$ cat config.mk
export PLATFORM = sky130hd
export DESIGN_NAME = median_window_of_bounds
export DESIGN_NICKNAME = d
export VERILOG_FILES = /design/src/sv/mwb_pkg.sv /design/src/sv/mwb_cell.sv /design/src/sv/median_window_of_bounds.sv
export VERILOG_INCLUDE_DIRS = /design/src /design/src/sv
export SDC_FILE = /design/constraint.sdc
export NUM_CORES = 2
export LEC_CHECK = 0
export ABC_AREA = 1
export BUFFER_PORTS_ARGS = -buffer_cell sky130_fd_sc_hd__clkbuf_2
export CAP_MARGIN = 5
export CORE_AREA = 2 2 369 371
export CTS_BUF_LIST = sky130_fd_sc_hd__clkbuf_8
export DETAILED_ROUTE_END_ITERATION = 7
export DIE_AREA = 0 0 371 373
export GPL_TIMING_DRIVEN = 0
export PLACE_DENSITY_LB_ADDON = 0.15
export SLEW_MARGIN = 20
export SYNTH_ARGS = -nofsm -noshare
export SYNTH_HDL_FRONTEND = slang
export SYNTH_HIERARCHICAL = 1
export SYNTH_SLANG_ARGS = --single-unit
$ cat constraint.sdc
create_clock -name clk_i -period 4 [get_ports clk_i]
set_input_delay 0.4 -clock clk_i [delete_from_list [all_inputs] [get_ports clk_i]]
set_output_delay 0.4 -clock clk_i [all_outputs]
set_load 0.03 [all_outputs]
$ cat src/sv/median_window_of_bounds_defines.svh
// ----------------------------------------------------------------------------
// Median window of bounds: assertion macros
// Shared concurrent assertion forms, clocked on clk_i, quiet during reset.
// ----------------------------------------------------------------------------
`ifndef MEDIAN_WINDOW_OF_BOUNDS_DEFINES_SVH
`define MEDIAN_WINDOW_OF_BOUNDS_DEFINES_SVH

// Same-cycle implication.
`define MWB_ASSERT_IMPL(label, ante, cons, msg) \
  label: assert property (@(posedge clk_i) disable iff (!rst_ni) (ante) |-> (cons)) \
    else $error(msg);

// Next-cycle implication.
`define MWB_ASSERT_NEXT(label, ante, cons, msg) \
  label: assert property (@(posedge clk_i) disable iff (!rst_ni) (ante) |=> (cons)) \
    else $error(msg);

`endif

$ cat src/sv/mwb_pkg.sv
// ----------------------------------------------------------------------------
// Median window of bounds: package
// Word widths, request codes and the link between neighboring cells.
// ----------------------------------------------------------------------------
package mwb_pkg;

  localparam int unsigned WordW   = 32;
  localparam int unsigned CountOW = 5;

  typedef enum logic {
    OP_ADD   = 1'b0,
    OP_QUERY = 1'b1
  } mwb_op_e;

  typedef logic signed [WordW-1:0] mwb_word_t;

  // Handed from a cell to its right neighbor.
  typedef struct packed {
    logic      gt;   // new bound sorts before this cell's value
    mwb_word_t val;  // this cell's stored value
  } mwb_link_t;

endpackage

$ cat src/sv/mwb_cell.sv
// ----------------------------------------------------------------------------
// Median window of bounds: insertion cell
// Holds one sorted bound; shifts right or captures the new bound on insert.
// ----------------------------------------------------------------------------
module mwb_cell import mwb_pkg::*; (
  input  logic      clk_i,
  input  logic      ins_i,      // insert a bound this cycle
  input  mwb_word_t new_val_i,  // bound being inserted
  input  logic      occ_i,      // cell holds a bound
  input  logic      tail_i,     // first free cell
  input  mwb_link_t left_i,     // from left neighbor
  output mwb_link_t link_o,     // to right neighbor
  output mwb_word_t val_o
);

  mwb_word_t val_q;
  mwb_word_t val_d;
  logic      gt;
  logic      wr_en;

  assign gt = occ_i && (new_val_i < val_q);

  always_comb begin
    // take the left value when the bound lands further left, else the bound
    if (left_i.gt) begin
      val_d = left_i.val;
    end else begin
      val_d = new_val_i;
    end
  end

  assign wr_en = ins_i && (left_i.gt || gt || tail_i);

  always_ff @(posedge clk_i) begin
    if (wr_en) begin
      val_q <= val_d;
    end
  end

  assign link_o.gt  = gt;
  assign link_o.val = val_q;
  assign val_o      = val_q;

endmodule

$ cat src/sv/median_window_of_bounds.sv
// ----------------------------------------------------------------------------
// Median window of bounds
// Sorted store of signed bounds kept by a row of insertion cells; a query
// returns the lower and upper median bounds or the default position.
// ----------------------------------------------------------------------------
//
//  channel | direction | handshake                  | payload
//  --------+-----------+----------------------------+--------------------------
//  in      | input     | in_valid_i / in_stall_o    | op_i, bound_value_i
//  out     | output    | out_valid_o / out_stall_i  | window_low_o, window_high_o,
//          |           |                            | stored_count_o, overflow_o
//  cfg     | input     | cfg_valid_i / cfg_ready_o  | cfg_data_i (default position)
//
//  Cycles: one input word per cycle unless stalled. An add compares the bound
//  against every cell in parallel and places it in the same edge, or drops it
//  when full; a query reads the median cells through a one-hot select and
//  registers the result word, visible on the next cycle.
//  Reset: count, overflow flag, default position and output valid clear; the
//  cell values are left as they are and only occupied cells are ever read.
//  Stalls: input stall rises while a result word is held and the output is
//  stalled; otherwise a new word is taken as the held one leaves.
// ----------------------------------------------------------------------------
`include "median_window_of_bounds_defines.svh"

module median_window_of_bounds import mwb_pkg::*; #(
  parameter int unsigned CAPACITY = 16
) (
  input  logic                       clk_i,
  input  logic                       rst_ni,
  // input words
  input  logic                       in_valid_i,
  output logic                       in_stall_o,
  input  logic                       op_i,
  input  logic signed [WordW-1:0]    bound_value_i,
  // result words
  output logic                       out_valid_o,
  input  logic                       out_stall_i,
  output logic signed [WordW-1:0]    window_low_o,
  output logic signed [WordW-1:0]    window_high_o,
  output logic        [CountOW-1:0]  stored_count_o,
  output logic                       overflow_o,
  // configuration
  input  logic                       cfg_valid_i,
  output logic                       cfg_ready_o,
  input  logic signed [WordW-1:0]    cfg_data_i
);

  localparam int unsigned CntW = $clog2(CAPACITY + 1);

  // --------------------------------------------------------------------------
  // Control state
  // --------------------------------------------------------------------------
  logic [CntW-1:0] count_q, count_d;
  logic            ovf_q, ovf_d;
  mwb_word_t       dflt_q;

  logic            out_valid_q, out_valid_d;
  mwb_word_t       win_lo_q, win_lo_d;
  mwb_word_t       win_hi_q, win_hi_d;
  logic [CountOW-1:0] cnt_o_q, cnt_o_d;
  logic            ovf_o_q, ovf_o_d;

  logic            in_acc;
  logic            is_add;
  logic            is_query;
  logic            full;
  logic            ins;

  // Hold the input while a result word sits stalled at the output.
  assign in_stall_o = out_valid_q && out_stall_i;
  assign in_acc     = in_valid_i && !in_stall_o;
  assign is_add     = in_acc && (mwb_op_e'(op_i) == OP_ADD);
  assign is_query   = in_acc && (mwb_op_e'(op_i) == OP_QUERY);
  assign full       = (32'(count_q) == 32'(CAPACITY));
  assign ins        = is_add && !full;

  assign cfg_ready_o = 1'b1;

  // --------------------------------------------------------------------------
  // Cell row: cell 0 sits at the low end of the sorted order
  // --------------------------------------------------------------------------
  mwb_link_t links [CAPACITY+1];
  mwb_word_t cell_val [CAPACITY];

  assign links[0].gt  = 1'b0;
  assign links[0].val = '0;

  for (genvar i = 0; i < CAPACITY; i++) begin : g_cell
    mwb_cell u_cell (
      .clk_i     (clk_i),
      .ins_i     (ins),
      .new_val_i (bound_value_i),
      .occ_i     (CntW'(i) < count_q),
      .tail_i    (CntW'(i) == count_q),
      .left_i    (links[i]),
      .link_o    (links[i+1]),
      .val_o     (cell_val[i])
    );
  end

  // --------------------------------------------------------------------------
  // Median select: lower end at (count-1)/2, upper end one further when even
  // --------------------------------------------------------------------------
  logic            empty;
  logic [CntW-1:0] center;
  logic [CntW-1:0] hi_idx;
  mwb_word_t       lo_or;
  mwb_word_t       hi_or;

  assign empty  = (count_q == '0);
  assign center = (count_q - CntW'(1)) >> 1;
  assign hi_idx = center + CntW'(!count_q[0]);

  always_comb begin
    lo_or = '0;
    hi_or = '0;
    for (int i = 0; i < CAPACITY; i++) begin
      if (center == CntW'(i)) begin
        lo_or = lo_or | cell_val[i];
      end
      if (hi_idx == CntW'(i)) begin
        hi_or = hi_or | cell_val[i];
      end
    end
  end

  // --------------------------------------------------------------------------
  // Next state
  // --------------------------------------------------------------------------
  always_comb begin
    count_d = count_q;
    ovf_d   = ovf_q;
    if (ins) begin
      count_d = count_q + CntW'(1);
    end
    if (is_add && full) begin
      // drop the bound, remember it
      ovf_d = 1'b1;
    end
  end

  always_comb begin
    out_valid_d = out_valid_q && out_stall_i;
    win_lo_d    = win_lo_q;
    win_hi_d    = win_hi_q;
    cnt_o_d     = cnt_o_q;
    ovf_o_d     = ovf_o_q;
    if (is_query) begin
      out_valid_d = 1'b1;
      win_lo_d    = empty ? dflt_q : lo_or;
      win_hi_d    = empty ? dflt_q : hi_or;
      cnt_o_d     = CountOW'(32'(count_q));
      ovf_o_d     = ovf_q;
    end
  end

  always_ff @(posedge clk_i or negedge rst_ni) begin
    if (!rst_ni) begin
      count_q     <= '0;
      ovf_q       <= 1'b0;
      dflt_q      <= '0;
      out_valid_q <= 1'b0;
    end else begin
      count_q     <= count_d;
      ovf_q       <= ovf_d;
      out_valid_q <= out_valid_d;
      if (cfg_valid_i && cfg_ready_o) begin
        dflt_q <= cfg_data_i;
      end
    end
  end

  // result payload, no reset
  always_ff @(posedge clk_i) begin
    win_lo_q <= win_lo_d;
    win_hi_q <= win_hi_d;
    cnt_o_q  <= cnt_o_d;
    ovf_o_q  <= ovf_o_d;
  end

  assign out_valid_o    = out_valid_q;
  assign window_low_o   = win_lo_q;
  assign window_high_o  = win_hi_q;
  assign stored_count_o = cnt_o_q;
  assign overflow_o     = ovf_o_q;

  // --------------------------------------------------------------------------
  // Assertions
  // --------------------------------------------------------------------------
  `MWB_ASSERT_IMPL(a_count_in_range, 1'b1, 32'(count_q) <= 32'(CAPACITY), "count above capacity")
  `MWB_ASSERT_NEXT(a_full_sets_ovf, is_add && full, ovf_q, "dropped bound did not set overflow")
  `MWB_ASSERT_NEXT(a_add_grows, ins, count_q == $past(count_q) + CntW'(1), "add did not grow count")
  `MWB_ASSERT_NEXT(a_odd_window, is_query && count_q[0], win_lo_q == win_hi_q, "odd count, ends differ")
  `MWB_ASSERT_NEXT(a_query_shows, is_query, out_valid_q, "query gave no result word")

endmodule

**After elaboration in Yosys (flattened, before gate mapping)**

Index checks and enable logic that the tools add are counted.

- Logic and storage cells: 261
- Bits in registers: 621
- Output and inout bits: 73

- Reductions and logical operators: 75
- $add $sub $neg: 3
- Eq/ne operators: 46
- $lt $le $gt $ge: 32
- Mux-type cells: 50
- Bitwise logic cells: 31

Operator list:

| operator | number |
|---|---|
| 32-bit two-way mux | 49 |
| 32-bit OR | 30 |
| 32-bit < comparator | 16 |
| 4-bit by 5-bit equality test with 1-bit output, first input constant | 8 |
| 5-bit by 4-bit equality test with 1-bit output, second input constant | 8 |
| 4-bit by 5-bit < comparator with 1-bit output, first input constant | 8 |
| 1-bit logical AND | 38 |
| 4-bit equality test, second input constant | 8 |
| 1-bit logical OR | 31 |
| 3-bit by 5-bit equality test with 1-bit output, first input constant | 4 |
| 5-bit by 3-bit equality test with 1-bit output, second input constant | 4 |
| 3-bit by 5-bit < comparator with 1-bit output, first input constant | 4 |
| 4-bit by 3-bit equality test with 1-bit output, second input constant | 4 |
| 5-bit logical NOT | 3 |
| 2-bit by 5-bit equality test with 1-bit output, first input constant | 2 |
| 5-bit by 2-bit equality test with 1-bit output, second input constant | 2 |
| 1-bit by 5-bit < comparator with 1-bit output, first input constant | 2 |
| 2-bit by 5-bit < comparator with 1-bit output, first input constant | 2 |
| 4-bit by 2-bit equality test with 1-bit output, second input constant | 2 |
| 4-bit by 1-bit adder with 5-bit output | 1 |
| 5-bit by 1-bit adder with 5-bit output, second input constant | 1 |
| 1-bit by 5-bit equality test with 1-bit output, first input constant | 1 |
| 5-bit by 1-bit equality test with 1-bit output, second input constant | 1 |
| 5-bit equality test, second input constant | 1 |
| 5 further kinds | 7 |

**Depth between registers and ports, before layout**

- Depth after elaboration: 35
- Mapped depth: 20
- Mapped depth without buffers: 17

**Hierarchy**

Netlist, hierarchy kept.

Modules (own cells, without submodules):

| module | times used | seq. area each (µm²) | area each (µm²) | cells an instance |
|---|---|---|---|---|
| mwb_cell (g_cell[0].u_cell ...) | 8 | 960.9 | 2479.9 | 243 |
| mwb_cell (g_cell[2].u_cell ...) | 8 | 960.9 | 2473.6 | 242 |
| median_window_of_bounds | 1 | 3078.0 | 13883.3 | 2427 |

**Worst setup path after synthesis**

No wires, ideal clock.

- Kind: reg2reg
- Start point: register out_valid_q (netlist: out_valid_o)
- End point: register ovf_o_q (netlist: overflow_o) (enable)
- Arrival time: 3620 ps
- Required time: 3502 ps
- Cell stages (with the launch flop): 4
- Period minus slack after synthesis: 4118 ps
- Setup time: 498 ps
- Path buffers: 0
- Path slack: -118 ps
- Cell sequence: dfrtp_1 > nand2_1 > nand2_1 > nor2_1

- Longest elaborated chain between the ends: 4

Ends and longest elaborated chain:

| element | line | text |
|---|---|---|
| start: declaration | median_window_of_bounds.sv:57 | `logic out_valid_q, out_valid_d;` |
| start signal: assignment | median_window_of_bounds.sv:166 | `out_valid_q <= out_valid_d;` |
| 1-bit logical AND | median_window_of_bounds.sv:70 | `assign in_stall_o = out_valid_q && out_stall_i;` |
| 1-bit logical NOT | median_window_of_bounds.sv:71 | `assign in_acc = in_valid_i && !in_stall_o;` |
| 1-bit logical AND | median_window_of_bounds.sv:71 |  |
| 1-bit logical AND | median_window_of_bounds.sv:73 | `assign is_query = in_acc && (mwb_op_e'(op_i) == OP_QUERY);` |
| named net is_query | median_window_of_bounds.sv:65 | `logic is_query;` |
| end signal: assignment | median_window_of_bounds.sv:178 | `ovf_o_q <= ovf_o_d;` |
| end: declaration | median_window_of_bounds.sv:61 | `logic ovf_o_q, ovf_o_d;` |

The timed path passes the listed nets, and every way through them passes these cells.
A chain may end at the register's enable or synchronous reset.

**Final worst setup path**

- Start point: register count_q[0]
- End point: register win_lo_q[1] (netlist: window_low_o[1]) (data pin)

- Longest elaborated chain between the ends: 34
- Elaborated cells on any way between the ends: 50

Ends and longest elaborated chain:

| element | line | text |
|---|---|---|
| start: declaration | median_window_of_bounds.sv:53 | `logic [CntW-1:0] count_q, count_d;` |
| start signal: assignment | median_window_of_bounds.sv:164 | `count_q <= count_d;` |
| 5-bit by 1-bit subtractor with 5-bit output | median_window_of_bounds.sv:111 | `assign center = (count_q - CntW'(1)) >> 1;` |
| 5-bit logical NOT | median_window_of_bounds.sv:118 | `if (center == CntW'(i)) begin` |
| 32-bit two-way mux | median_window_of_bounds.sv:118 |  |
| 32-bit OR | median_window_of_bounds.sv:119 | `lo_or = lo_or \| cell_val[i];` |
| 32-bit two-way mux | median_window_of_bounds.sv:118 |  |
| 32-bit OR | median_window_of_bounds.sv:119 |  |
| 32-bit two-way mux | median_window_of_bounds.sv:118 |  |
| 32-bit OR | median_window_of_bounds.sv:119 |  |
| [18 not listed] | n/a |  |
| 32-bit two-way mux | median_window_of_bounds.sv:118 |  |
| 32-bit OR | median_window_of_bounds.sv:119 |  |
| 32-bit two-way mux | median_window_of_bounds.sv:118 |  |
| 32-bit OR | median_window_of_bounds.sv:119 |  |
| 32-bit two-way mux | median_window_of_bounds.sv:118 |  |
| 32-bit OR | median_window_of_bounds.sv:119 |  |
| 32-bit two-way mux | median_window_of_bounds.sv:118 |  |
| 32-bit two-way mux (*) | median_window_of_bounds.sv:150 | `win_lo_d = empty ? dflt_q : lo_or;` |
| end signal: assignment | median_window_of_bounds.sv:175 | `win_lo_q <= win_lo_d;` |
| end: declaration | median_window_of_bounds.sv:58 | `mwb_word_t win_lo_q, win_lo_d;` |

Every way passes the cells marked *; elsewhere a longest branch is shown, timed or not.

==> qor.txt <==
post-layout util - 44.9%
Detailed Route Iter0 Violations - 5350
worst-path cell with the longest stage delay - sky130_fd_sc_hd__nor3_2
share of final-layout standard cells stronger than drive strength 1 - 27.1%
IO buf count - 140
first-pass GRT wire length - 328000 um
Max Buffers Root-to-Sink - 3
setup ws final - -78.1 ps
Post-Route Skew - 50.2 ps
placeable core region - 0.135 mm^2
die outline area - 0.138 mm^2
outcome - finished with violations
cells traversed along the worst timing path - clkbuf_4, inv_4, ha_1, ha_2, inv_2, nor2_4, inv_1, nor3_2, buf_4, nand2_1, nand2_1, nor2_1, nand4_1, o21ai_1, nand2_1
endpoint type of the worst setup path - flop
clock tree sinks - 621
Remaining DRCs - 0
initial cell density of the core - 39.7%
number of buffers created by CTS - 119
height of the chip - 373 um
Die X - 371 um
highest net fanout along the worst path - 11
power per standard cell area - 764 mW/mm^2
count of pins on the block boundary - 143
final RePlAce weighted congestion - 1.04
total instance count after detailed placement - 8281
final hold violation count - 0
number of pins exceeding their max-slew limit in the final report - 0
leak pwr - 29.0 nW
slowest cell delay on critical path - 650 ps
total via count after detailed routing - 46400
area added between synthesis and finish - 13.1%
via/cell ratio - 5.43
Syn Area/Cell - 8.49 um^2
minimum clock period - 4080 ps
slew of the pin with the lowest slew margin - 1190 ps
number of standard cells after synthesis - 6305
per-cell routed wire length - 27.9 um
vias in the first global route - 44000
final non-filler cell total - 8555
CTS clk-pin slew, worst paths - 70 ps
max-slew headroom at the worst pin - 20.8%
Mapped Area - 0.0535 mm^2
total routing usage reported by global routing - 33.9%
number of nets with antenna violations after routing - 0
fin crit share - 102%
CTS H-Tree Depth - 3
most prevalent standard cell on the critical path - sky130_fd_sc_hd__nand2_1
# fillers - 13500
path type of the worst setup path - flop to flop
sum of routed wire length over all layers - 238000 um
GRT Residual Overflow - 0
cell row count - 135
CTS tree - done
Root Driver - sky130_fd_sc_hd__clkbuf_8
maximum number of pins on one net before global-route repair - 33
number of nets in the layout - 7238
path class of the lowest-slack min-delay path - input port to async pin
peak clock frequency supported by timing - 0.245 GHz
1st-pass router iterations - 8
CP Data Arrival Time - 4740 ps
max-capacitance violation count - 0
initial antenna violation count - 9
number of warning messages in the yosys log - 6
failing checks - setup timing
insertion delay of the later-clocked pin in the worst-skew pair - 890 ps
category of cells accounting for the largest share of critical-path delay - simple AND/OR/NAND/NOR gates
endpoints failing setup - 4
sum of net half-perimeters after detailed placement - 198000 um
startpoint class of the critical path - flop
peak supply drop - 486 uV
endpoint required time on the critical path - 4660 ps
number of buffer and inverter stages on the critical path - 5
## state kept, by name, summed over array words and instances (netlist names)
signal	cells
g_cell.u_cell/val_o	512
dflt_q	32
window_high_o	32
window_low_o	32
count_q	5
stored_count_o	5
out_valid_o	1
overflow_o	1
ovf_q	1
## worst paths after layout
check	startpoint	slack, ps	depth (start not counted)	to
max	count_q[0]	-80	15	window_low_o[1]
min	rst_ni	90	3	dflt_q[15]
max reg2reg	count_q[0]	-80	15	window_low_o[1]
min reg2reg	ovf_q	460	0	overflow_o
max in group asynchronous	rst_ni	2790	3	dflt_q[23]
min in group clk_i	cfg_data_i[30]	290	3	dflt_q[30]
## stage by stage
step	setup TNS [ps]	total power, mW	setup WS, ps	hold slack (ps)	cell area [um^2]
after global placement	-780530	37.5	-1610	443	56600
after detailed placement	-286780	38.0	-918	320	57300
final	-191	46.2	-78.1	86.9	60500
after floorplan	0	26.2	729	104	53600
after global routing	-3.53	47.9	-3.53	103	60500
after CTS	-77.7	45.4	-22.3	18.7	60400
## area by class of cell
| class | count | area, um^2 | share of cell area (%) |
|---|---|---|---|
| multi-input cells | 4187 | 27300 | 45.1 |
| flip-flops and latches | 621 | 18500 | 30.5 |
| plain buffers | 796 | 5430 | 8.97 |
| inverters | 731 | 2750 | 4.54 |
| well taps | 1781 | 2230 | 3.68 |
| clock buffers | 143 | 1970 | 3.25 |
| repair buffers | 210 | 1730 | 2.87 |
| clock inverters | 84 | 624 | 1.03 |
| diodes | 2 | 5.00 | 0.00827 |
## routing by layer
layer / vias to the layer above / GRT usage, % / share of wire [%]
met5: - / 0 / 0.0071
met4: 4 / 12.4 / 4.1
met3: 367 / 6.20 / 8.7
met2: 1988 / 49.1 / 41
met1: 22500 / 49.7 / 46
li1: 21500 / - / -
## worst reg2reg max path: cells and delay by family, from the launching register on
kind,cells,cell delay [ps]
simple gates,7,1560
compound gates,1,80
flops,1,450
fa+ha+maj,2,760
buf+inv,5,1010
## placed cells by master, fill, tap and decap left out, types with 8 or more instances in the layout
cell / instances
sky130_fd_sc_hd__nand2_1: 1466
sky130_fd_sc_hd__inv_1: 743
sky130_fd_sc_hd__edfxtp_1: 582
sky130_fd_sc_hd__buf_4: 556
sky130_fd_sc_hd__mux2_2: 528
sky130_fd_sc_hd__ha_1: 501
sky130_fd_sc_hd__nand3_1: 403
sky130_fd_sc_hd__nor2_1: 348
sky130_fd_sc_hd__nand4_1: 320
sky130_fd_sc_hd__a21oi_1: 192
sky130_fd_sc_hd__buf_2: 169
sky130_fd_sc_hd__clkbuf_2: 147
sky130_fd_sc_hd__clkbuf_8: 144
sky130_fd_sc_hd__o21ai_0: 62
sky130_fd_sc_hd__nor2_2: 41
sky130_fd_sc_hd__nand3_2: 41
sky130_fd_sc_hd__clkbuf_1: 40
sky130_fd_sc_hd__dlygate4sd3_1: 40
sky130_fd_sc_hd__o21ai_1: 38
sky130_fd_sc_hd__dfrtp_1: 38
sky130_fd_sc_hd__conb_1: 34
sky130_fd_sc_hd__a21oi_4: 32
sky130_fd_sc_hd__a22o_1: 29
sky130_fd_sc_hd__o21bai_1: 28
sky130_fd_sc_hd__a21oi_2: 24
sky130_fd_sc_hd__o21a_1: 24
sky130_fd_sc_hd__clkinv_2: 22
sky130_fd_sc_hd__buf_16: 18
sky130_fd_sc_hd__buf_6: 17
sky130_fd_sc_hd__nor3_2: 17
sky130_fd_sc_hd__inv_2: 16
sky130_fd_sc_hd__nand2_2: 16
sky130_fd_sc_hd__clkinv_1: 15
sky130_fd_sc_hd__bufinv_16: 9
sky130_fd_sc_hd__a31oi_1: 8
## power by group
part	leakage (nW)	internal, mW	switching, mW
clock	1.44	3.83	3.23
combinational	21.8	8.64	20.2
sequential	5.82	9.46	0.859
total	29.0	21.9	24.3
## timing repair
| item | CTS | global route |
|---|---|---|
| endpoints found under the hold margin | 83 | 0 |
| pin swaps | 3 | 1 |
| buffers inserted | 7 | 0 |
| hold buffers | 40 | 0 |
| endpoints found under the setup margin | 462 | 114 |
| gates cloned | 0 | 0 |
| resized for setup | 48 | 24 |
Power figures use the tool's default switching activity.
